File: config.mk
export PLATFORM = sky130hd
export DESIGN_NAME = line_pixel_rasterizer
export DESIGN_NICKNAME = d
export VERILOG_FILES = /design/src/hdl/lpr_pkg.sv /design/src/hdl/lpr_ctrl.sv /design/src/hdl/lpr_datapath.sv /design/src/hdl/line_pixel_rasterizer.sv
export SDC_FILE = /design/constraint.sdc
export NUM_CORES = 1
export LEC_CHECK = 0
export ABC_AREA = 1
export BUFFER_PORTS_ARGS = -buffer_cell sky130_fd_sc_hd__buf_2
export CORE_MARGIN = 5
export CORE_UTILIZATION = 56
export DETAILED_ROUTE_END_ITERATION = 10
export GPL_TIMING_DRIVEN = 0
export PLACE_DENSITY_LB_ADDON = 0.2
export SLEW_MARGIN = 40
export SYNTH_ARGS = -nofsm -noshare
export SYNTH_HDL_FRONTEND = slang
export SYNTH_SLANG_ARGS = --single-unit
File: constraint.sdc
create_clock -name clk_i -period 3.17 [get_ports clk_i]
set_input_delay 0.634 -clock clk_i [delete_from_list [all_inputs] [get_ports clk_i]]
set_output_delay 0.634 -clock clk_i [all_outputs]
set_load 0.02 [all_outputs]
File: src/hdl/lpr_pkg.sv
// ----------------------------------------------------------------------------
// lpr_pkg
// Types, constants and helpers shared by the line pixel rasterizer modules.
// ----------------------------------------------------------------------------
package lpr_pkg;

  localparam int unsigned GRID_SIZE = 64;
  localparam int unsigned CoordW    = 6;
  localparam int unsigned SideW     = 8;
  // decision variable spans about +/- 4 * (GRID_SIZE - 1)
  localparam int unsigned DecW      = CoordW + 3;

  typedef logic [CoordW-1:0]        coord_t;
  typedef logic signed [SideW-1:0]  side_t;
  typedef logic signed [DecW-1:0]   dec_t;

  localparam coord_t CoordMax = coord_t'(GRID_SIZE - 1);

  typedef struct packed {
    coord_t start_x;
    coord_t start_y;
    coord_t end_x;
    coord_t end_y;
    logic   thick;
  } line_in_t;

  typedef struct packed {
    coord_t pixel_x;
    coord_t pixel_y;
    side_t  plus_side_x;
    side_t  plus_side_y;
    side_t  minus_side_x;
    side_t  minus_side_y;
    logic   sides_valid;
    logic   last;
  } pixel_out_t;

  typedef enum logic [0:0] {
    LprIdle = 1'b0,
    LprDraw = 1'b1
  } lpr_state_e;

  // controller to datapath
  typedef struct packed {
    logic load;
    logic emit;
  } lpr_cmd_t;

  // datapath to controller
  typedef struct packed {
    logic slot_free;
    logic last;
  } lpr_status_t;

  function automatic coord_t coord_clamp(coord_t v);
    coord_t r;
    r = (v > CoordMax) ? CoordMax : v;
    return r;
  endfunction

endpackage

File: src/hdl/lpr_ctrl.sv
// ----------------------------------------------------------------------------
// lpr_ctrl
// Sequencer: takes a segment when idle, then emits one pixel per free slot.
// ----------------------------------------------------------------------------
module lpr_ctrl (
  input  logic                clk_i,
  input  logic                rst_ni,
  input  logic                in_valid_i,
  output logic                in_stall_o,
  input  lpr_pkg::lpr_status_t status_i,
  output lpr_pkg::lpr_cmd_t    cmd_o
);

  lpr_pkg::lpr_state_e state_q, state_d;

  always_ff @(posedge clk_i or negedge rst_ni) begin
    if (!rst_ni) begin
      state_q <= lpr_pkg::LprIdle;
    end else begin
      state_q <= state_d;
    end
  end

  always_comb begin
    state_d = state_q;
    case (state_q)
      lpr_pkg::LprIdle: begin
        if (in_valid_i) begin
          state_d = lpr_pkg::LprDraw;
        end
      end
      lpr_pkg::LprDraw: begin
        if (status_i.slot_free && status_i.last) begin
          state_d = lpr_pkg::LprIdle;
        end
      end
      default: state_d = lpr_pkg::LprIdle;
    endcase
  end

  always_comb begin
    in_stall_o = 1'b1;
    cmd_o      = '0;
    case (state_q)
      lpr_pkg::LprIdle: begin
        in_stall_o = 1'b0;
        cmd_o.load = in_valid_i;
      end
      lpr_pkg::LprDraw: begin
        cmd_o.emit = status_i.slot_free;
      end
      default: begin
        in_stall_o = 1'b1;
      end
    endcase
  end

endmodule

File: src/hdl/lpr_datapath.sv
// ----------------------------------------------------------------------------
// lpr_datapath
// Endpoint ordering, midpoint decision stepping and the output register.
// ----------------------------------------------------------------------------
module lpr_datapath (
  input  logic                 clk_i,
  input  logic                 rst_ni,
  input  lpr_pkg::line_in_t    in_data_i,
  input  lpr_pkg::lpr_cmd_t    cmd_i,
  output lpr_pkg::lpr_status_t status_o,
  output logic                 out_valid_o,
  input  logic                 out_stall_i,
  output lpr_pkg::pixel_out_t  out_data_o
);

  localparam int unsigned ExtW = lpr_pkg::DecW - lpr_pkg::CoordW;

  // setup from the input segment
  lpr_pkg::coord_t sx, sy, ex, ey;
  lpr_pkg::coord_t x1, y1, x2, y2;
  lpr_pkg::coord_t ld_dx, ld_dy;
  logic            ld_rising, ld_steep;
  lpr_pkg::dec_t   ldx, ldy, ld_d;

  always_comb begin
    sx = lpr_pkg::coord_clamp(in_data_i.start_x);
    sy = lpr_pkg::coord_clamp(in_data_i.start_y);
    ex = lpr_pkg::coord_clamp(in_data_i.end_x);
    ey = lpr_pkg::coord_clamp(in_data_i.end_y);
    if (sx > ex) begin
      x1 = ex; y1 = ey; x2 = sx; y2 = sy;
    end else begin
      x1 = sx; y1 = sy; x2 = ex; y2 = ey;
    end
    ld_rising = (y1 < y2);
    ld_dx     = x2 - x1;
    ld_dy     = ld_rising ? (y2 - y1) : (y1 - y2);
    ld_steep  = (ld_dy > ld_dx);
    ldx       = lpr_pkg::dec_t'({{ExtW{1'b0}}, ld_dx});
    ldy       = lpr_pkg::dec_t'({{ExtW{1'b0}}, ld_dy});
    case ({ld_rising, ld_steep})
      2'b10:   ld_d = (ldy <<< 1) - ldx;
      2'b11:   ld_d = ldy - (ldx <<< 1);
      2'b00:   ld_d = ldx - (ldy <<< 1);
      default: ld_d = (ldx <<< 1) - ldy;
    endcase
  end

  // walk state
  lpr_pkg::coord_t x_q, y_q, x2_q, y2_q;
  lpr_pkg::dec_t   d_q, dx_q, dy_q;
  logic            rising_q, steep_q, thick_q;

  lpr_pkg::coord_t x_d, y_d;
  lpr_pkg::dec_t   d_d;
  logic            last;

  always_comb begin
    x_d = x_q;
    y_d = y_q;
    d_d = d_q;
    case ({rising_q, steep_q})
      2'b10: begin
        if (d_q <= 0) begin
          d_d = d_q + (dy_q <<< 1);
        end else begin
          d_d = d_q + ((dy_q - dx_q) <<< 1);
          y_d = y_q + 1'b1;
        end
        x_d = x_q + 1'b1;
      end
      2'b11: begin
        if (d_q <= 0) begin
          d_d = d_q + ((dy_q - dx_q) <<< 1);
          x_d = x_q + 1'b1;
        end else begin
          d_d = d_q - (dx_q <<< 1);
        end
        y_d = y_q + 1'b1;
      end
      2'b00: begin
        if (d_q > 0) begin
          d_d = d_q - (dy_q <<< 1);
        end else begin
          d_d = d_q + ((dx_q - dy_q) <<< 1);
          y_d = y_q - 1'b1;
        end
        x_d = x_q + 1'b1;
      end
      default: begin
        if (d_q > 0) begin
          d_d = d_q + ((dx_q - dy_q) <<< 1);
          x_d = x_q + 1'b1;
        end else begin
          d_d = d_q + (dx_q <<< 1);
        end
        y_d = y_q - 1'b1;
      end
    endcase
    if (!steep_q) begin
      last = (x_q >= x2_q);
    end else if (rising_q) begin
      last = (y_q >= y2_q);
    end else begin
      last = (y_q <= y2_q);
    end
  end

  always_ff @(posedge clk_i) begin
    if (cmd_i.load) begin
      x_q      <= x1;
      y_q      <= y1;
      x2_q     <= x2;
      y2_q     <= y2;
      d_q      <= ld_d;
      dx_q     <= ldx;
      dy_q     <= ldy;
      rising_q <= ld_rising;
      steep_q  <= ld_steep;
      thick_q  <= in_data_i.thick;
    end else if (cmd_i.emit) begin
      x_q <= x_d;
      y_q <= y_d;
      d_q <= d_d;
    end
  end

  // pixel and its neighbours
  lpr_pkg::side_t      xs, ys;
  lpr_pkg::pixel_out_t pix;

  always_comb begin
    xs  = lpr_pkg::side_t'({2'b00, x_q});
    ys  = lpr_pkg::side_t'({2'b00, y_q});
    pix = '0;
    pix.pixel_x = x_q;
    pix.pixel_y = y_q;
    pix.last    = last;
    if (thick_q) begin
      pix.sides_valid  = 1'b1;
      pix.plus_side_x  = steep_q ? xs + 8'sd1 : xs;
      pix.plus_side_y  = steep_q ? ys : ys + 8'sd1;
      pix.minus_side_x = steep_q ? xs - 8'sd1 : xs;
      pix.minus_side_y = steep_q ? ys : ys - 8'sd1;
    end
  end

  // output register
  logic                out_valid_q;
  lpr_pkg::pixel_out_t out_data_q;

  always_ff @(posedge clk_i or negedge rst_ni) begin
    if (!rst_ni) begin
      out_valid_q <= 1'b0;
    end else if (cmd_i.emit) begin
      out_valid_q <= 1'b1;
    end else if (!out_stall_i) begin
      out_valid_q <= 1'b0;
    end
  end

  always_ff @(posedge clk_i) begin
    if (cmd_i.emit) begin
      out_data_q <= pix;
    end
  end

  assign status_o.slot_free = !out_valid_q || !out_stall_i;
  assign status_o.last      = last;
  assign out_valid_o        = out_valid_q;
  assign out_data_o         = out_data_q;

endmodule

File: src/hdl/line_pixel_rasterizer.sv
// first pixel: the segment is loaded into the walk registers, then its first pixel enters the output register
// throughput: one pixel per cycle while the output is not stalled, after the
//   segment is taken; a segment gives max(|dx|, |dy|) + 1 pixels
// the next segment is taken the cycle after the last pixel enters the output register
// reset: asynchronous active low, clears the sequencer and output valid only
// ----------------------------------------------------------------------------
// line_pixel_rasterizer
// Midpoint line rasterizer emitting one pixel per step with optional sides.
// ----------------------------------------------------------------------------
module line_pixel_rasterizer (
  input  logic                clk_i,
  input  logic                rst_ni,
  input  logic                in_valid_i,
  output logic                in_stall_o,
  input  lpr_pkg::line_in_t   in_data_i,
  output logic                out_valid_o,
  input  logic                out_stall_i,
  output lpr_pkg::pixel_out_t out_data_o
);

  lpr_pkg::lpr_cmd_t    cmd;
  lpr_pkg::lpr_status_t status;

  lpr_ctrl u_ctrl (
    .clk_i      (clk_i),
    .rst_ni     (rst_ni),
    .in_valid_i (in_valid_i),
    .in_stall_o (in_stall_o),
    .status_i   (status),
    .cmd_o      (cmd)
  );

  lpr_datapath u_datapath (
    .clk_i       (clk_i),
    .rst_ni      (rst_ni),
    .in_data_i   (in_data_i),
    .cmd_i       (cmd),
    .status_o    (status),
    .out_valid_o (out_valid_o),
    .out_stall_i (out_stall_i),
    .out_data_o  (out_data_o)
  );

`ifndef SYNTHESIS
  a_busy_after_load : assert property (@(posedge clk_i) disable iff (!rst_ni)
    in_valid_i && !in_stall_o |=> in_stall_o)
    else $error("segment transfer did not start drawing");

  a_idle_after_last : assert property (@(posedge clk_i) disable iff (!rst_ni)
    cmd.emit && status.last |=> !in_stall_o)
    else $error("not idle after last pixel");

  a_thin_sides_zero : assert property (@(posedge clk_i) disable iff (!rst_ni)
    out_valid_o && !out_data_o.sides_valid |->
      out_data_o.plus_side_x == 0 && out_data_o.plus_side_y == 0 &&
      out_data_o.minus_side_x == 0 && out_data_o.minus_side_y == 0)
    else $error("thin line carries side pixels");
`endif

endmodule
==> flow_summary.ini, run 1 <==
[sta]
tightest_slew_ns = 0.7456
setup_ws_ns = -1.981
finalMaxSlewViolations = 0
max_freq_mhz = 194.1
hold_viol = 0
fin_crit_sh_pct = 162.5
finalSetupViolCount = 14
layout_min_cycle_time_ns = 5.151
whs_ns = 0.05596
rsz0062_at_grt = true
clock_skew_ns = 0.01010
relSlewSlack_pct = 50.29

[setup_path]
end_kind = flop
cp_common_cell = nand2_1
worstSetupPathType = primary input to flop
slowest_stage = ha_1
reg2reg_from = u_datapath.dy_q[1]
r2r_slack_ns = -0.44
r2r-end = u_datapath.d_q[8]
critical_path_peak_fanout = 10
worstRegToRegCells = 19
critPathLaunch = in_data_i[21]
slowest_delay_ns = 0.41
cp.depth = 33
cp.required_ns = 3.26
crit_arrival_ns = 5.25
worstPathBufferInverterCount = 10
crit_end = u_datapath.d_q[6]
cp-start-kind = primary input
crit_family = simple AND/OR/NAND/NOR gates

[cts]
cts-hold-fix-buffers = 0
numCtsBuffers = 9
cts_root_buf = clkbuf_16
clock-sinks = 90
ctsLongestPathBuffers = 2
cts.clk_slew.worst_paths_ns = 0.07
clkLatencyLatePin_ns = 0.35
h-tree-depth = 3
cts_tree = done

[synth]
synth-edff-count = 88
syn_inst = 1125
netlist_area_mm2 = 0.008753
synth_top_family_by_area = simple AND/OR/NAND/NOR gates
muxShareOfSynthArea_pct = 0.2287
post_synth.cell_area_avg_um2 = 7.781
yosys_warnings = 0
seq_area_frac_synth_pct = 30.76
synth_async_sr_flop_share_pct = 2.222
synth_compound_area_share_pct = 15.61
synth_fa_ha_area_share_pct = 18.32
ys.flop_type = edfxtp_1
yosys.area_share.simple_pct = 20.64
ys_types = 58
synth-xor-area-share_pct = 4.302
ys_seq_elements = 90

[detailed_routing]
first_iter_violations = 564
wl_um = 23810
antenna_left = 0
routedWlPerCell_um = 16.11
drc = 0
via_per_inst = 5.589
first_pass_iters = 5
vias = 8260

[global_route]
grt_pass1_wl_um = 37120
grt_max_degree = 41
antenna_found_initial = 0
grt_pass1_vias = 7488
grt_util_all_layers_pct = 25.24
gr-total-overflow = 0

[final_layout]
drive_above_1_share_pct = 23.20
final_cell_area_mm2 = 0.01081
fin_util_pct = 70.82
area_delta_synth_final_pct = 23.46
layout.nets = 1412
antenna_cells = 0

[place]
post_dp_cell_area_mm2 = 0.009532
placement.io_buffers = 74
hpwl_um = 17750
place_congestion = 0.9812

[floorplanning]
start_util_pct = 57.37
core_region_area_mm2 = 0.01526
die_w_um = 135.0
io_pins = 77
dieArea_mm2 = 0.01823
rows = 45
die_h_um = 135.0

[run_status]
status = finished with violations
violations = negative setup slack

[flow_run]
cap_violations = 0

[pwr]
ir_worst_vdd_uv = 905.1
power_density_mw_per_mm2 = 1204
p_leak_nw = 5.171

[min_path]
hold_class = primary input to asynchronous set/reset pin
==> synthesized netlist by cell type (all sizes together), types with 6 or more instances <==
library cell,n,area share (%)
o21bai,11,0.94
nand3,63,3.8
fa,12,2.7
inv,190,8.1
clkbuf,19,0.81
xnor2,11,1.1
a21oi,78,4.5
nor3,11,0.63
o22ai,11,0.79
xor2,32,3.2
nand4,7,0.67
o211ai,7,0.60
edfxtp,88,30
a31oi,6,0.43
o21ai,93,5.5
ha,109,16
nand2,222,10
or2,9,0.64
buf,11,1.0
nor2,83,3.8
==> state kept, by name (all words and copies together), names as in the netlist, 6 cells and up <==
name	cells
u_datapath.y2_q	6
u_datapath.dx_q	6
u_datapath.d_q	9
u_datapath.x2_q	6
u_datapath.dy_q	6
u_datapath.out_data_o	40
u_datapath.x_q	6
u_datapath.y_q	6
==> report_power, final <==
group	total, W	internal, W	switching [W]
logic	0.00937	0.00366	0.00570
registers	0.00251	0.00204	0.000467
clock network	0.00114	0.000633	0.000502
==> cells in the final DEF, fill, tap and decap left out, types with 5 or more instances in the layout <==
master	n
nand3_2	8
a21oi_2	7
nand2_2	24
nand3_1	52
ha_4	11
o21ai_0	62
fa_1	10
buf_6	14
o21ai_2	8
nand2_4	6
o21ai_1	15
buf_4	50
nand2_1	191
inv_2	16
buf_2	72
xnor2_1	10
a21oi_1	71
nand4_1	6
nor3_1	10
and2_1	5
o21ai_4	8
nor2_1	74
or2_2	6
ha_1	94
edfxtp_1	88
o21bai_1	11
o22ai_1	11
clkbuf_16	10
o211ai_1	7
clkbuf_1	13
xor2_1	29
inv_1	169
==> area by class of cell <==
class,count,area [um2]
inverter,193,748.2
clock inverter,7,97.59
sequential,90,2693
clock buffer,9,225.2
buffer,28,206.4
fill,1144,4452
timing repair buffer,127,829.5
tap,211,264.0
multi-input combinational,813,5743
==> worst min-delay path by stage <==
stage | to | slack (ns) | cells after the start
after floorplan | u_ctrl.state_q | 0.34 | 0
after global routing | u_datapath.out_valid_o | 0.06 | 1
after global placement | u_datapath.out_valid_o | 0.42 | 1
after CTS | u_datapath.out_valid_o | 0.06 | 1
final | u_ctrl.state_q | 0.06 | 1
after detailed placement | u_datapath.out_valid_o | 0.42 | 1
==> layer usage <==
layer	GRT usage [%]	share of wire [%]
met5	0	0
met4	8.119	2.9
met3	3.390	8.3
met2	41.05	46
met1	35.05	43
==> worst reg2reg max path: stages (launching register included) <==
cell and delay [ns]:
edfxtp_1 0.52, inv_1 0.20, ha_1 0.33, nand2_1 0.09, nor2_1 0.04, a211oi_1 0.36, nor2_1 0.06, o21ai_0 0.19
nand2_1 0.09, xor2_1 0.13, inv_1 0.06, ha_1 0.31, a21o_1 0.19, a21oi_1 0.15, xor2_1 0.23, nand2_1 0.08
nand3_1 0.08, nand4_1 0.11, nand2_1 0.08, nand2_1 0.06
==> cell families (layout without fill, tap and decap cells) <==
group                      after synthesis  after routing
DFF                                     90             90
other                                    1              2
and+or+nand+nor                        408            408
muxes                                    2              2
buffers and inverters                  223            364
adders and majority gates              121            121
AOI/OAI and AO/OA                      237            237
xor gates and xnor gates                43             43
==> timing repair <==
action | in CTS | in global routing
buffers inserted | 37 | 17
endpoints found under the setup margin | 16 | 18
pin swaps | 41 | 40
gates resized for setup | 63 | 72
==> per-stage QoR <==
stage	worst slack, ns	std cells	setup TNS (ns)	power, W
2_1_floorplan	-1.870	1126	-18.93	0.008279
3_3_place_gp	-2.866	1411	-32.13	0.01019
3_5_place_dp	-2.933	1411	-32.79	0.01028
4_1_cts	-1.856	1463	-18.75	0.01216
5_1_grt	-2.211	1478	-21.54	0.01408
6_report	-1.981	1478	-19.18	0.01301
(Power assumes the default switching activity.)
==> run 2, diff against run 1 <==
--- a/config.mk
+++ b/config.mk
@@ -12,5 +12,5 @@
 export DETAILED_ROUTE_END_ITERATION = 10
 export GPL_TIMING_DRIVEN = 0
-export PLACE_DENSITY_LB_ADDON = 0.2
+export PLACE_DENSITY = 0.76
 export SLEW_MARGIN = 40
 export SYNTH_ARGS = -nofsm -noshare
==> constraint.sdc (replaced) <==
create_clock -name clk_i -period 3.17 [get_ports clk_i]
set_input_delay 0.634 -clock clk_i [delete_from_list [all_inputs] [get_ports clk_i]]
set_output_delay 0.634 -clock clk_i [all_outputs]
set_load 0.01 [all_outputs]
==> flow_summary.ini, run 2 (synthesis results as in run 1) <==
[run_status]
status = finished with violations
violations = negative setup slack

[floorplanning]
rows = 45
start_util_pct = 57.37
dieArea_mm2 = 0.01823
die_h_um = 135.0
core_region_area_mm2 = 0.01526
io_pins = 77
die_w_um = 135.0

[sta]
relSlewSlack_pct = 50.38
hold_viol = 0
fin_crit_sh_pct = 162.9
finalSetupViolCount = 15
tightest_slew_ns = 0.7443
max_freq_mhz = 193.6
setup_ws_ns = -1.994
layout_min_cycle_time_ns = 5.164
finalMaxSlewViolations = 0
rsz0062_at_grt = true
clock_skew_ns = 0.01004

[setup_path]
end_kind = flop
reg2reg_from = u_datapath.dy_q[1]
cp.required_ns = 3.26
slowest_delay_ns = 0.42
cp_common_cell = inv_2
r2r-end = u_datapath.d_q[7]
crit_arrival_ns = 5.26
r2r_slack_ns = -0.54
slowest_stage = or3_4
critPathLaunch = in_data_i[20]
critical_path_peak_fanout = 7
cp-start-kind = primary input
worstSetupPathType = primary input to flop
worstRegToRegCells = 18

[cts]
h-tree-depth = 3
cts.clk_slew.worst_paths_ns = 0.06
cts_root_buf = clkbuf_16
clkLatencyLatePin_ns = 0.34
numCtsBuffers = 9
clock-sinks = 90
cts_tree = done
ctsLongestPathBuffers = 2

[global_route]
gr-total-overflow = 0
grt_pass1_vias = 7536
grt_max_degree = 41
busiest_layer = met2
grt_pass1_wl_um = 36940
globalRouteMet2Util_pct = 41.75
grt_util_all_layers_pct = 25.08
antenna_found_initial = 0
grt.met3_usage_pct = 3.838
grt_use_met1_pct = 34.31

[place]
dp.cells = 1411
place_congestion = 0.9572
placement.io_buffers = 74
hpwl_um = 17890

[pwr]
p_leak_nw = 5.151
ir_worst_vdd_uv = 986.3
power_density_mw_per_mm2 = 1184

[detailed_routing]
antenna_left = 0
vias = 8282
routedWlPerCell_um = 16.35
first_iter_violations = 825
first_pass_iters = 6
wl_um = 24170
via_per_inst = 5.604
drc = 0

[final_layout]
fin_cells = 1478
drive_above_1_share_pct = 22.65
layout.nets = 1412
register_area_mm2 = 0.002693
antenna_cells = 0
multi_input_area_mm2 = 0.005685
fin_util_pct = 69.93
largest_reg_flops = 40
mostFrequentLayoutCells = nand2_1, inv_1, ha_1, edfxtp_1, nor2_1
area_delta_synth_final_pct = 21.90
nFillCells = 1202
final_common_cell = nand2_1

[flow_run]
cap_violations = 0

[min_path]
hold_class = primary input to asynchronous set/reset pin
[run 2: cell types whose count changed in the layout (fill, tap and decap cells not counted), sizes merged]
cell / previous run / this run
clkinvlp: 1 / 3
bufinv: 1 / 0
inv: 189 / 191
clkinv: 9 / 6
[run 2: routing by layer]
layer	routed length [um]	share of wire [%]
met5	0	0
met4	671	2.8
met3	1963	8.1
met2	11230	46
met1	10300	43
[run 2: worst max path at each step]
stage,end,cells past startpoint
after CTS,u_datapath.d_q[7],38
after global routing,u_datapath.d_q[7],38
final,u_datapath.d_q[7],36
after detailed placement,u_datapath.d_q[1],33
after global placement,u_datapath.d_q[1],33
after floorplan,u_datapath.d_q[8],35
[run 2: worst max-delay path: cells and delay by family]
family                     cells  cell delay [ns]
adders and majority gates      4             1.06
xor gates and xnor gates       1             0.19
buffers and inverters         12             1.14
and+or+nand+nor               16             1.82
AOI/OAI and AO/OA              3             0.38
[run 2: final cells by class]
class | instances | share of cell area, %
clock buffer | 9 | 2.111
timing repair buffer | 127 | 7.493
multi-input combinational | 813 | 53.28
sequential | 90 | 25.23
buffer | 28 | 1.900
clock inverter | 7 | 0.5629
inverter | 193 | 6.942
tap | 211 | 2.474
[run 2: power by group]
part	internal (W)	total (W)	switching, W	leakage (nW)
Sequential	0.00204	0.00251	0.000463	0.869
Combinational	0.00359	0.00911	0.00552	4.15
Clock	0.000545	0.00102	0.000471	0.136
[run 2: timing repair]
action,CTS,global route
setup buffers,39,14
endpoints found under the setup margin,16,17
hold buffers,0,0
gates resized for setup,77,40
pin swaps,39,19
[run 2: per-stage QoR]
step	instance area, um2	setup slack [ns]	hold slack (ns)	total power [W]	setup TNS [ns]
6_report	10670	-1.994	0.06278	0.01263	-20.20
5_1_grt	10670	-2.215	0.05290	0.01365	-22.66
4_1_cts	10400	-1.855	0.05864	0.01195	-18.69
3_3_place_gp	9532	-2.902	0.4201	0.01002	-32.36
2_1_floorplan	8897	-1.870	0.3384	0.008094	-18.93
3_5_place_dp	9532	-2.873	0.4205	0.01013	-32.19
